$ cat config.mk
export PLATFORM = sky130hd
export DESIGN_NAME = token_lexer_flat
export DESIGN_NICKNAME = d
export VERILOG_FILES = /design/src/rtl/core/tlex_pkg.sv /design/src/rtl/core/tlex_in_if.sv /design/src/rtl/core/tlex_out_if.sv /design/src/rtl/core/token_lexer.sv /design/src/flat_wrapper.sv
export SDC_FILE = /design/constraint.sdc
export NUM_CORES = 1
export LEC_CHECK = 0
export CAP_MARGIN = 15
export CORE_MARGIN = 2
export CORE_UTILIZATION = 50
export DETAILED_ROUTE_END_ITERATION = 10
export DONT_BUFFER_PORTS = 1
export PLACE_DENSITY = 0.7
export SLEW_MARGIN = 25
export SYNTH_ARGS = -nofsm -noshare
export SYNTH_HDL_FRONTEND = slang
export SYNTH_SLANG_ARGS = --single-unit
$ cat constraint.sdc
create_clock -name clk -period 8.8 [get_ports clk]
set_input_delay 1.76 -clock clk [delete_from_list [all_inputs] [get_ports clk]]
set_output_delay 1.76 -clock clk [all_outputs]
set_load 0.01 [all_outputs]
$ cat src/rtl/core/tlex_pkg.sv
// Package for the token lexer: kind codes, keyword and operator tables,
// and the sequencer state type. No dependencies.
package tlex_pkg;

  localparam int KIND_W   = 6;
  localparam int NUM_KW   = 10;
  localparam int KW_MAXLEN = 6;

  localparam logic [KIND_W-1:0] KIND_IDENT = 6'd0;
  localparam logic [KIND_W-1:0] KIND_INT   = 6'd1;
  localparam logic [KIND_W-1:0] KIND_FLOAT = 6'd2;
  localparam logic [KIND_W-1:0] KIND_CHARC = 6'd3;
  localparam logic [KIND_W-1:0] KIND_KW0   = 6'd4;
  localparam logic [KIND_W-1:0] KIND_OP0   = 6'd14;

  localparam logic [7:0] CH_QUOTE = 8'h27;
  localparam logic [7:0] CH_DOT   = 8'h2e;
  localparam logic [7:0] CH_SPACE = 8'h20;
  localparam logic [7:0] CH_NL    = 8'h0a;
  localparam logic [7:0] CH_TAB   = 8'h09;
  localparam logic [7:0] CH_NUL   = 8'h00;

  typedef enum logic [2:0] {
    ST_IDLE,
    ST_FLUSH,
    ST_ONE,
    ST_READ,
    ST_WORD,
    ST_OP
  } state_t;

  function automatic logic [8*KW_MAXLEN-1:0] kw_text(input logic [3:0] k);
    logic [8*KW_MAXLEN-1:0] t;
    unique case (k)
      4'd0:    t = "return";
      4'd1:    t = {"if", 32'h0};
      4'd2:    t = {"else", 16'h0};
      4'd3:    t = "struct";
      4'd4:    t = {"enum", 16'h0};
      4'd5:    t = {"union", 8'h0};
      4'd6:    t = {"mut", 24'h0};
      4'd7:    t = {"int", 24'h0};
      4'd8:    t = {"float", 8'h0};
      4'd9:    t = {"char", 16'h0};
      default: t = '0;
    endcase
    return t;
  endfunction

  function automatic logic [5:0] kw_len(input logic [3:0] k);
    logic [5:0] n;
    unique case (k)
      4'd0, 4'd3:       n = 6'd6;
      4'd1:             n = 6'd2;
      4'd2, 4'd4, 4'd9: n = 6'd4;
      4'd5, 4'd8:       n = 6'd5;
      4'd6, 4'd7:       n = 6'd3;
      default:          n = 6'd0;
    endcase
    return n;
  endfunction

  // True when byte b matches keyword k at position pos.
  function automatic logic kw_byte_ok(input logic [3:0] k, input logic [5:0] pos,
                                      input logic [7:0] b);
    logic [8*KW_MAXLEN-1:0] t;
    logic [2:0] p;
    t = kw_text(k);
    p = pos[2:0];
    if (pos >= kw_len(k)) begin
      return 1'b0;
    end
    return t[8*(KW_MAXLEN-1-int'(p)) +: 8] == b;
  endfunction

  // Bit 5 flags an operator byte, bits 4:0 give its index.
  function automatic logic [5:0] op_lookup(input logic [7:0] b);
    logic [5:0] r;
    unique case (b)
      8'h2b:   r = {1'b1, 5'd0};
      8'h2d:   r = {1'b1, 5'd1};
      8'h2a:   r = {1'b1, 5'd2};
      8'h2f:   r = {1'b1, 5'd3};
      8'h2c:   r = {1'b1, 5'd4};
      8'h2e:   r = {1'b1, 5'd5};
      8'h26:   r = {1'b1, 5'd6};
      8'h7c:   r = {1'b1, 5'd7};
      8'h5e:   r = {1'b1, 5'd8};
      8'h3d:   r = {1'b1, 5'd9};
      8'h21:   r = {1'b1, 5'd10};
      8'h7e:   r = {1'b1, 5'd11};
      8'h3c:   r = {1'b1, 5'd12};
      8'h3e:   r = {1'b1, 5'd13};
      8'h28:   r = {1'b1, 5'd14};
      8'h29:   r = {1'b1, 5'd15};
      8'h5b:   r = {1'b1, 5'd16};
      8'h5d:   r = {1'b1, 5'd17};
      8'h7b:   r = {1'b1, 5'd18};
      8'h7d:   r = {1'b1, 5'd19};
      8'h3b:   r = {1'b1, 5'd20};
      default: r = 6'd0;
    endcase
    return r;
  endfunction

  function automatic logic is_digit(input logic [7:0] b);
    return (b >= 8'h30) && (b <= 8'h39);
  endfunction

endpackage

$ cat src/rtl/core/tlex_in_if.sv
// Input channel of the token lexer: one source byte per transfer.
// Depends on nothing.
interface tlex_in_if;
  logic       valid;
  logic       ready;
  logic [7:0] char_byte;
  logic       end_of_text;

  modport source (output valid, output char_byte, output end_of_text, input ready);
  modport sink   (input valid, input char_byte, input end_of_text, output ready);
endinterface

$ cat src/rtl/core/tlex_out_if.sv
// Output channel of the token lexer: one token result per transfer.
// Depends on nothing.
interface tlex_out_if;
  logic       valid;
  logic       ready;
  logic [5:0] kind;
  logic [7:0] value_byte;
  logic       token_end;
  logic       truncated;
  logic       run_last;

  modport source (output valid, output kind, output value_byte, output token_end,
                  output truncated, output run_last, input ready);
  modport sink   (input valid, input kind, input value_byte, input token_end,
                  input truncated, input run_last, output ready);
endinterface

$ cat src/rtl/core/token_lexer.sv
// Token lexer top level: word store memory, classification trackers and
// result sequencer. Depends on tlex_pkg, tlex_in_if and tlex_out_if.
//
// Source bytes arrive on char_in, one per transfer; results leave on tok_out,
// one per transfer. An accepted word byte is written to the word store, or
// sets the overflow flag once the store is full; the block stays ready unless
// the byte ends the text. A byte that ends a word (blank, operator or end of
// text) starts a flush: a classify state, then one result per stored byte for
// identifiers and numbers, each by a read of the word store memory and a load
// of the output register, or a single result for keywords and character
// constants, followed by the operator result if any. An operator with no word
// pending yields its operator result alone. No new byte is taken while results
// of the previous one are still being produced, but a finished result may wait
// in the output register while the next byte is accepted. When tok_out.ready
// is low the output register holds its result and the sequencer waits. Reset
// (rst, synchronous) empties the word and the output register; the word store
// needs no clearing.
module token_lexer #(
  parameter int MAX_WORD = 32
) (
  input  logic       clk,
  input  logic       rst,
  tlex_in_if.sink    char_in,
  tlex_out_if.source tok_out
);

  localparam int LW = $clog2(MAX_WORD + 1);
  localparam int AW = $clog2(MAX_WORD);

  tlex_pkg::state_t state, state_next;

  logic [7:0]    word_store [MAX_WORD];
  logic [7:0]    rd_data;
  logic [LW-1:0] length;
  logic          overflow;
  logic [AW-1:0] idx;

  logic [tlex_pkg::NUM_KW-1:0] kw_match;
  logic [tlex_pkg::NUM_KW-1:0] kw_match_next;
  logic          quote_first;
  logic [7:0]    char_val;
  logic          nondig_seen;
  logic          nondig_dot;
  logic          op_pend;
  logic [tlex_pkg::KIND_W-1:0] op_kind;

  logic          out_valid;
  logic [tlex_pkg::KIND_W-1:0] out_kind;
  logic [7:0]    out_value;
  logic          out_end;
  logic          out_trunc;
  logic          out_last;

  logic          accept;
  logic [7:0]    b;
  logic [5:0]    op_info;
  logic          op_hit;
  logic          blank;
  logic          is_word;
  logic          store_ok;
  logic          need_flush;
  logic          first;
  logic          out_free;
  logic [tlex_pkg::KIND_W-1:0] word_kind;
  logic          word_multi;
  logic          last_byte;

  // Sequencer controls.
  logic          ld_out;
  logic [tlex_pkg::KIND_W-1:0] ld_kind;
  logic [7:0]    ld_value;
  logic          ld_end;
  logic          ld_trunc;
  logic          ld_last;
  logic          word_clear;
  logic          idx_clear;
  logic          idx_inc;
  logic          mem_rd;
  logic          op_clear;

  assign b          = char_in.char_byte;
  assign accept     = char_in.valid && char_in.ready;
  assign op_info    = tlex_pkg::op_lookup(b);
  assign op_hit     = op_info[5];
  assign blank      = (b == tlex_pkg::CH_SPACE) || (b == tlex_pkg::CH_NL) ||
                      (b == tlex_pkg::CH_TAB) || (b == tlex_pkg::CH_NUL);
  assign is_word    = !op_hit && !blank;
  assign store_ok   = length < LW'(MAX_WORD);
  assign need_flush = ((op_hit || blank) && (length != '0)) ||
                      (is_word && char_in.end_of_text);
  assign first      = (length == '0);
  assign out_free   = !out_valid || tok_out.ready;
  assign last_byte  = (LW'(idx) + LW'(1)) == length;

  always_comb begin
    for (int k = 0; k < tlex_pkg::NUM_KW; k++) begin
      kw_match_next[k] = (first || kw_match[k]) &&
                         tlex_pkg::kw_byte_ok(4'(k), 6'(length), b);
    end
  end

  // Word classification from the trackers.
  always_comb begin
    word_kind = tlex_pkg::KIND_IDENT;
    if (quote_first) begin
      word_kind = tlex_pkg::KIND_CHARC;
    end else if (!nondig_seen) begin
      word_kind = tlex_pkg::KIND_INT;
    end else if (nondig_dot) begin
      word_kind = tlex_pkg::KIND_FLOAT;
    end
    if (!overflow) begin
      for (int k = tlex_pkg::NUM_KW - 1; k >= 0; k--) begin
        if (kw_match[k] && (6'(length) == tlex_pkg::kw_len(4'(k)))) begin
          word_kind = tlex_pkg::KIND_KW0 + tlex_pkg::KIND_W'(k);
        end
      end
    end
  end

  assign word_multi = (word_kind == tlex_pkg::KIND_IDENT) ||
                      (word_kind == tlex_pkg::KIND_INT) ||
                      (word_kind == tlex_pkg::KIND_FLOAT);

  always_comb begin
    state_next = state;
    unique case (state)
      tlex_pkg::ST_IDLE: begin
        if (accept) begin
          if (need_flush) begin
            state_next = tlex_pkg::ST_FLUSH;
          end else if (op_hit) begin
            state_next = tlex_pkg::ST_OP;
          end
        end
      end
      tlex_pkg::ST_FLUSH: begin
        state_next = word_multi ? tlex_pkg::ST_READ : tlex_pkg::ST_ONE;
      end
      tlex_pkg::ST_ONE: begin
        if (out_free) begin
          state_next = op_pend ? tlex_pkg::ST_OP : tlex_pkg::ST_IDLE;
        end
      end
      tlex_pkg::ST_READ: begin
        state_next = tlex_pkg::ST_WORD;
      end
      tlex_pkg::ST_WORD: begin
        if (out_free) begin
          if (!last_byte) begin
            state_next = tlex_pkg::ST_READ;
          end else begin
            state_next = op_pend ? tlex_pkg::ST_OP : tlex_pkg::ST_IDLE;
          end
        end
      end
      tlex_pkg::ST_OP: begin
        if (out_free) begin
          state_next = tlex_pkg::ST_IDLE;
        end
      end
      default: state_next = tlex_pkg::ST_IDLE;
    endcase
  end

  always_comb begin
    ld_out     = 1'b0;
    ld_kind    = word_kind;
    ld_value   = '0;
    ld_end     = 1'b1;
    ld_trunc   = overflow;
    ld_last    = !op_pend;
    word_clear = 1'b0;
    idx_clear  = 1'b0;
    idx_inc    = 1'b0;
    mem_rd     = 1'b0;
    op_clear   = 1'b0;
    unique case (state)
      tlex_pkg::ST_IDLE:  ;
      tlex_pkg::ST_FLUSH: idx_clear = 1'b1;
      tlex_pkg::ST_ONE: begin
        ld_out     = out_free;
        word_clear = out_free;
        if (word_kind == tlex_pkg::KIND_CHARC && length >= LW'(2)) begin
          ld_value = char_val;
        end
      end
      tlex_pkg::ST_READ: mem_rd = 1'b1;
      tlex_pkg::ST_WORD: begin
        ld_out     = out_free;
        ld_value   = rd_data;
        ld_end     = last_byte;
        ld_last    = last_byte && !op_pend;
        word_clear = out_free && last_byte;
        idx_inc    = out_free && !last_byte;
      end
      tlex_pkg::ST_OP: begin
        ld_out   = out_free;
        ld_kind  = op_kind;
        ld_trunc = 1'b0;
        ld_last  = 1'b1;
        op_clear = out_free;
      end
      default: ;
    endcase
  end

  assign char_in.ready = (state == tlex_pkg::ST_IDLE);

  always_ff @(posedge clk) begin
    if (accept && is_word && store_ok) begin
      word_store[length[AW-1:0]] <= b;
    end
    if (mem_rd) begin
      rd_data <= word_store[idx];
    end
  end

  always_ff @(posedge clk) begin
    if (rst) begin
      state     <= tlex_pkg::ST_IDLE;
      length    <= '0;
      overflow  <= 1'b0;
      op_pend   <= 1'b0;
      out_valid <= 1'b0;
    end else begin
      state <= state_next;
      if (accept) begin
        op_pend <= op_hit;
        if (is_word) begin
          if (store_ok) begin
            length <= length + LW'(1);
          end else begin
            overflow <= 1'b1;
          end
        end
      end
      if (word_clear) begin
        length   <= '0;
        overflow <= 1'b0;
      end
      if (op_clear) begin
        op_pend <= 1'b0;
      end
      if (ld_out) begin
        out_valid <= 1'b1;
      end else if (tok_out.ready) begin
        out_valid <= 1'b0;
      end
    end
  end

  always_ff @(posedge clk) begin
    if (accept) begin
      op_kind <= tlex_pkg::KIND_OP0 + {1'b0, op_info[4:0]};
    end
    if (accept && is_word && store_ok) begin
      kw_match <= kw_match_next;
      if (first) begin
        quote_first <= (b == tlex_pkg::CH_QUOTE);
        nondig_seen <= !tlex_pkg::is_digit(b);
        nondig_dot  <= (b == tlex_pkg::CH_DOT);
      end else if (!nondig_seen && !tlex_pkg::is_digit(b)) begin
        nondig_seen <= 1'b1;
        nondig_dot  <= (b == tlex_pkg::CH_DOT);
      end
      if (length == LW'(1)) begin
        char_val <= b;
      end
    end
    if (idx_clear) begin
      idx <= '0;
    end else if (idx_inc) begin
      idx <= idx + AW'(1);
    end
    if (ld_out) begin
      out_kind  <= ld_kind;
      out_value <= ld_value;
      out_end   <= ld_end;
      out_trunc <= ld_trunc;
      out_last  <= ld_last;
    end
  end

  assign tok_out.valid      = out_valid;
  assign tok_out.kind       = out_kind;
  assign tok_out.value_byte = out_value;
  assign tok_out.token_end  = out_end;
  assign tok_out.truncated  = out_trunc;
  assign tok_out.run_last   = out_last;

`ifndef SYNTHESIS
  a_len_bound: assert property (@(posedge clk) disable iff (rst)
    length <= LW'(MAX_WORD))
    else $error("word length beyond store depth");

  a_ovf_full: assert property (@(posedge clk) disable iff (rst)
    overflow |-> (length == LW'(MAX_WORD)))
    else $error("overflow set while store not full");

  a_idx_range: assert property (@(posedge clk) disable iff (rst)
    (state == tlex_pkg::ST_WORD) |-> (LW'(idx) < length))
    else $error("word read beyond stored length");

  a_op_busy: assert property (@(posedge clk) disable iff (rst)
    op_pend |-> (state != tlex_pkg::ST_IDLE))
    else $error("operator pending while idle");

  a_last_idle: assert property (@(posedge clk) disable iff (rst)
    (ld_out && ld_last) |=> (state == tlex_pkg::ST_IDLE))
    else $error("sequencer busy after final result");
`endif

endmodule
$ cat src/flat_wrapper.sv
// flat-port wrapper written by rule: the top's interface ports become plain ports
module token_lexer_flat 
#(
  parameter int MAX_WORD = 32
)
  (clk, rst, char_in_valid, char_in_char_byte, char_in_end_of_text, char_in_ready, tok_out_valid, tok_out_kind, tok_out_value_byte, tok_out_token_end, tok_out_truncated, tok_out_run_last, tok_out_ready);
  tlex_in_if char_in_i ();
  tlex_out_if tok_out_i ();
  input  logic clk;
  input  logic rst;
  input wire logic [$bits(char_in_i.valid)-1:0] char_in_valid;
  input wire logic [$bits(char_in_i.char_byte)-1:0] char_in_char_byte;
  input wire logic [$bits(char_in_i.end_of_text)-1:0] char_in_end_of_text;
  output wire logic [$bits(char_in_i.ready)-1:0] char_in_ready;
  output wire logic [$bits(tok_out_i.valid)-1:0] tok_out_valid;
  output wire logic [$bits(tok_out_i.kind)-1:0] tok_out_kind;
  output wire logic [$bits(tok_out_i.value_byte)-1:0] tok_out_value_byte;
  output wire logic [$bits(tok_out_i.token_end)-1:0] tok_out_token_end;
  output wire logic [$bits(tok_out_i.truncated)-1:0] tok_out_truncated;
  output wire logic [$bits(tok_out_i.run_last)-1:0] tok_out_run_last;
  input wire logic [$bits(tok_out_i.ready)-1:0] tok_out_ready;
  assign char_in_i.valid = char_in_valid;
  assign char_in_i.char_byte = char_in_char_byte;
  assign char_in_i.end_of_text = char_in_end_of_text;
  assign char_in_ready = char_in_i.ready;
  assign tok_out_valid = tok_out_i.valid;
  assign tok_out_kind = tok_out_i.kind;
  assign tok_out_value_byte = tok_out_i.value_byte;
  assign tok_out_token_end = tok_out_i.token_end;
  assign tok_out_truncated = tok_out_i.truncated;
  assign tok_out_run_last = tok_out_i.run_last;
  assign tok_out_i.ready = tok_out_ready;
  token_lexer #(.MAX_WORD(MAX_WORD)) u_core (.clk(clk), .rst(rst), .char_in(char_in_i), .tok_out(tok_out_i));
endmodule
==> results of run 1 <==
## Yosys cell counts (all sizes together) (5+ instances only)
cell type	number
or2	5
nor4	8
o21a	5
and2	5
mux4	80
mux2i	7
nand2b	7
nand3	31
o21ai	32
dfxtp	17
inv	17
a31oi	9
nor3	30
and3	11
a211oi	7
nand2	61
ha	12
edfxtp	308
clkbuf	41
xnor2	27
or3	8
nor2	79
a21oi	31
xor2	14
a22o	9
nor2b	12
buf	22
## final cells by class
class / instances / area, um2 / area share (%)
clock buffer: 41 / 898 / 5.60
clock inverter: 21 / 161 / 1.01
inverter: 19 / 71.3 / 0.445
multi-input combinational: 560 / 4760 / 29.7
timing repair buffer: 9 / 67.6 / 0.421
tap: 384 / 480 / 3.00
sequential: 325 / 9590 / 59.8
## power breakdown
group	internal, mW	leakage [nW]	switching, mW	total (mW)
Clock	0.769	0.522	0.592	1.36
Combinational	0.420	1.59	0.581	1.00
Sequential	1.84	2.93	0.0924	1.93
Total	3.02	5.03	1.27	4.29
## metrics by stage
stage          hold slack [ps]  area (um2)
6_report                   520       16000
5_1_grt                    551       16000
4_1_cts                    525       16000
3_5_place_dp               505       15000
3_3_place_gp               509       14900
2_1_floorplan              484       14700
## worst paths after layout
path,start,end,slack (ps)
max,char_in_char_byte[3],u_core.word_store[21][4],4790
min,u_core.op_kind[3],u_core.tok_out.kind[3],520
min reg2reg,u_core.op_kind[3],u_core.tok_out.kind[3],520
max reg2reg,u_core.length[1],u_core.kw_match[6],5000
## metal layers
| metal | routed length [um] | GRT usage [%] | part of all wire [%] |
|---|---|---|---|
| met5 | 13 | 0 | 0.039 |
| met4 | 533 | 4.65 | 1.6 |
| met3 | 2790 | 4.05 | 8.4 |
| met1 | 14600 | 33.7 | 44 |
| met2 | 15300 | 33.4 | 46 |
## state kept, by name (all words and copies together) (netlist names)
register and cells:
u_core.quote_first 1, u_core.tok_out.token_end 1, u_core.tok_out.valid 1, u_core.idx 5
u_core.overflow 1, u_core.state 3, u_core.tok_out.run_last 1, u_core.tok_out.value_byte 8
u_core.nondig_dot 1, u_core.char_val 8, u_core.length 6, u_core.nondig_seen 1
u_core.op_pend 1, u_core.kw_match 10, u_core.tok_out.kind 6, u_core.tok_out.truncated 1
u_core.word_store 256, u_core.rd_data 8, u_core.op_kind 6
## logic make-up after synthesis
group	share of synthesized area [%]
adder cells (fa/ha/maj)	1.02
XOR/XNOR	2.45
buffers and inverters	2.25
flip-flops	65.4
multiplexers	12.9
AND/OR/NAND/NOR	9.63
AO/OA/AOI/OAI	6.34
## worst max-delay path, cell delays in order
cell and delay, ps:
nor4bb_1 140, o311a_1 370, nor3_1 200, o21a_1 300, nand3_1 540, nor2_1 830
==> impl_metrics.ini, run 1 <==
[yosys]
synth_area_leaders = edfxtp_1 63%, mux4_2 12%, dfxtp_1 2.3%
synth_top_area_share_pct = 63.1
ys.flop_type = edfxtp_1
synthesis.nets = 992
synth_edf_count = 308
yosysSeqAreaShare_pct = 65.4
post-synth-top-area-cell = edfxtp_1
netlist_area_mm2 = 0.0147
netlist_instances = 967
yosys_warnings = 0
ys_types = 76
syn_area_per_cell_um2 = 15.2
async_reset_ff_share_pct = 0
synth-seq-cells = 325

[run]
maxCapViolations = 0

[finish]
mostFrequentLayoutCells = 308 x edfxtp_1, 80 x mux4_2, 78 x nor2_1
final_util_pct = 55.7
drive_gt1_share_pct = 17.1
nFillCells = 2207
fin_cells = 1359
antenna_cells = 0
syn_to_final_growth_pct = 9.44
layout_commonest_cell = edfxtp_1
fin_nets = 974

[floorplan]
pin_count = 32
die_x_um = 175
row_count = 62
initial_utilization_pct = 50.9
dieArea_mm2 = 0.0307
core_area_mm2 = 0.0288
die_h_um = 175

[worst_setup_path]
r2r_cells = 10
path_class = input port to flip-flop
critical_path_arrival_ps = 4160
start_kind = input port
critPathCaptureType = flip-flop
critical_path_required_ps = 8950
path_max_fanout = 66

[timing]
fin_ws_ps = 4790
final.setup_skew_ps = 21.3
finalCriticalPeriod_ps = 4010
rsz0062_at_grt = no
tightest_slew_ps = 963
final-hold-violation-count = 0
slew_violations = 0
relSlewSlack_pct = 35.8
max_freq_mhz = 249
setup_viol = 0
tns_ps = 0
fin_crit_sh_pct = 45.6

[detailed_routing]
dr.pass1.iters = 5
ant_nets = 0
vias_per_cell = 6.31
drcViolationCount = 0
wl_per_cell_um = 24.5
num_vias = 8579
first_iter_violations = 987
finalWirelength_um = 33200

[power_and_ir_drop]
leakage_nw = 5.03
powerDensity_mw_per_mm2 = 267
finalPower_mw = 4.29
peakVddDrop_uv = 194

[grt]
grt-ovfl-total = 0
grt_antenna_before_repair = 1
grt_max_degree = 70
grt_first_pass_wirelength_um = 51200
grtUsageTotal_pct = 22.0
grt_pass1_vias = 8211

[cts]
cts_tree = done
cts_sinks = 325
clock_path_buffers = 3
htreeDepth = 2
cts_buffers = 34
holdBufCountCts = 0
cts_setup_buffers = 0
cts_root_buf = clkbuf_16
path_clk_slew_ps = 60
clk_latency_ps = 520
post_cts_resized = 0

[worst_hold_path]
min_path_type = flip-flop to flip-flop
whs_path_depth = 2

[place]
dp_hpwl_um = 20600
post-place-ws_ps = 4070
port_buffers = 0
dp.cells = 1297
gp_routability_congestion = 0.894

[outcome]
status = finished, final reports clean
Power figures use the tool's default switching activity.
==> run 2: changes to the inputs <==
--- a/config.mk
+++ b/config.mk
@@ -10,7 +10,7 @@
 export CORE_UTILIZATION = 50
 export DETAILED_ROUTE_END_ITERATION = 10
 export DONT_BUFFER_PORTS = 1
-export PLACE_DENSITY = 0.7
+export PLACE_DENSITY = 0.73
 export SLEW_MARGIN = 25
 export SYNTH_ARGS = -nofsm -noshare
 export SYNTH_HDL_FRONTEND = slang
==> constraint.sdc (replaced) <==
create_clock -name clk -period 3.2 [get_ports clk]
set_input_delay 0.64 -clock clk [delete_from_list [all_inputs] [get_ports clk]]
set_output_delay 0.64 -clock clk [all_outputs]
set_load 0.01 [all_outputs]
==> run 2 against run 1 <==
Against the previous run: global-route usage fell by 0.33 points; flip-flop and latch count is the same; via count shrank 0.82%; final cell count grew 1.5%; worst setup slack worse by 4600 ps; power rose to 2.8 times the previous value; wire length is 2.4% lower; design area rose by 0.96%; worst hold slack got worse by 340 ps; sequential share of layout area down 0.57 points; combinational power increased to 2.9 times the previous value; largest cell class unchanged; highest routed layer is now met4.
==> impl_metrics.ini, run 2 (synthesis gave the netlist of run 1 again) <==
[outcome]
status = finished, final reports clean

[finish]
drive_gt1_share_pct = 17.9
syn_to_final_growth_pct = 10.5
antenna_cells = 0
mostFrequentLayoutCells = 308 x edfxtp_1, 80 x mux4_2, 78 x nor2_1
largest_reg_flops = 256
layout_commonest_cell = edfxtp_1
fin_nets = 996
fin_cells = 1379

[place]
post-place-ws_ps = 33.1
dp.cells = 1319
port_buffers = 0
gp_routability_congestion = 0.872
dp_hpwl_um = 20200

[detailed_routing]
drcViolationCount = 0
met2_length_um = 15100
dr.pass1.iters = 6
met1_length_um = 13900
num_vias = 8509
finalWirelength_um = 32400
first_iter_violations = 1076
wl_met3_um = 2410
wl_per_cell_um = 23.5
topRoutingLayerUsed = met4
vias_per_cell = 6.17
ant_nets = 0

[worst_hold_path]
hp-start = rst
min_to = u_core.tok_out.valid
min_path_type = input port to flip-flop
whs_path_depth = 1

[worst_setup_path]
start_kind = flip-flop
reg2reg_to = u_core.word_store[21][0]
critPathCaptureType = flip-flop
cpPeakStageDelay_ps = 720
critical_path_required_ps = 3360
r2r_slack_ps = 190
path_class = flip-flop to flip-flop
worstReg2RegStart = u_core.state[2]
cp_cell_sequence = or3_1, inv_1, nand2_1, nor3_1, o21a_1, nand3_1, nor2_1
critPathSlowestCell = nor2_1
r2r_cells = 7
critical_path_arrival_ps = 3170
path_max_fanout = 10

[floorplan]
dieArea_mm2 = 0.0307
pin_count = 32
die_h_um = 175
die_x_um = 175
row_count = 62
core_area_mm2 = 0.0288
initial_utilization_pct = 50.9

[timing]
max_freq_mhz = 333
tightest_slew_ps = 821
final.setup_skew_ps = 20.0
tns_ps = 0
final-hold-violation-count = 0
fin_ws_ps = 193
setup_viol = 0
rsz0062_at_grt = yes
slew_violations = 0
finalCriticalPeriod_ps = 3010
fin_crit_sh_pct = 94.0
relSlewSlack_pct = 45.1

[cts]
clk_latency_ps = 530
cts_tree = done
path_clk_slew_ps = 60
cts_root_buf = clkbuf_16
htreeDepth = 2
cts_sinks = 325
post_cts_resized = 0
cts_setup_buffers = 0
cts_buffers = 34
clock_path_buffers = 3
holdBufCountCts = 0

[run]
maxCapViolations = 0

[power_and_ir_drop]
finalPower_mw = 11.9
powerDensity_mw_per_mm2 = 734
leakage_nw = 5.14
peakVddDrop_uv = 411

[grt]
grt_max_degree = 70
grt-ovfl-total = 0
grt_first_pass_wirelength_um = 50600
grt_antenna_before_repair = 0
grt_pass1_vias = 8462
grtUsageTotal_pct = 21.7
## run 2: changes by cell type in the layout (fill, tap and decap cells not counted), sizes merged
cell | previous run | this run
buf | 9 | 31
inv | 21 | 19
bufinv | 1 | 2
clkinvlp | 2 | 1
## run 2: report_power, final
part	internal, mW	total (mW)	switching, mW
Sequential	5.05	5.24	0.195
Combinational	1.23	2.88	1.65
Clock	2.15	3.75	1.61
Total	8.42	11.9	3.46
## run 2: per-stage QoR
step / hold WS, ps / cell area (um2) / utilization, %
detailed placement: 507 / 15100 / 52.6
global route: 176 / 16200 / 56.3
CTS: 170 / 16200 / 56.3
floorplan: 484 / 14700 / -
global placement: 501 / 15100 / 52.6
finish: 178 / 16200 / 56.3
## run 2: worst max-delay path by stage
stage | start | to | slack, ps | cells after the start
5_1_grt | u_core.state[2] | u_core.word_store[21][3] | -7 | 7
6_report | u_core.state[2] | u_core.word_store[21][0] | 190 | 7
3_3_place_gp | char_in_char_byte[3] | u_core.word_store[29][0] | 50 | 6
3_5_place_dp | char_in_char_byte[3] | u_core.word_store[29][3] | 30 | 6
2_1_floorplan | char_in_char_byte[1] | u_core.word_store[12][0] | 0.2 | 8
4_1_cts | u_core.state[2] | u_core.word_store[29][2] | 230 | 7
## run 2: routing by layer
metal  global-route usage (%)  vias up
met5                        0        -
met4                     7.99        0
met3                     4.05       71
met2                     33.1      421
met1                     31.5     4225
li1                         -     3792
## run 2: final cells by class
type | instances | area (um2)
Clock buffer | 41 | 887
Multi-Input combinational cell | 560 | 4740
Tap cell | 384 | 480
Inverter | 19 | 71.3
Fill cell | 2174 | 12600
Sequential cell | 325 | 9590
Timing Repair Buffer | 31 | 258
Clock inverter | 19 | 156
## run 2: worst max-delay path: cells and delay by family, from the launching register on
kind                   cells  cell delay [ps]
AOI/OAI and AO/OA          1              320
buffers and inverters      1              100
DFF                        1              380
and+or+nand+nor            5             1840
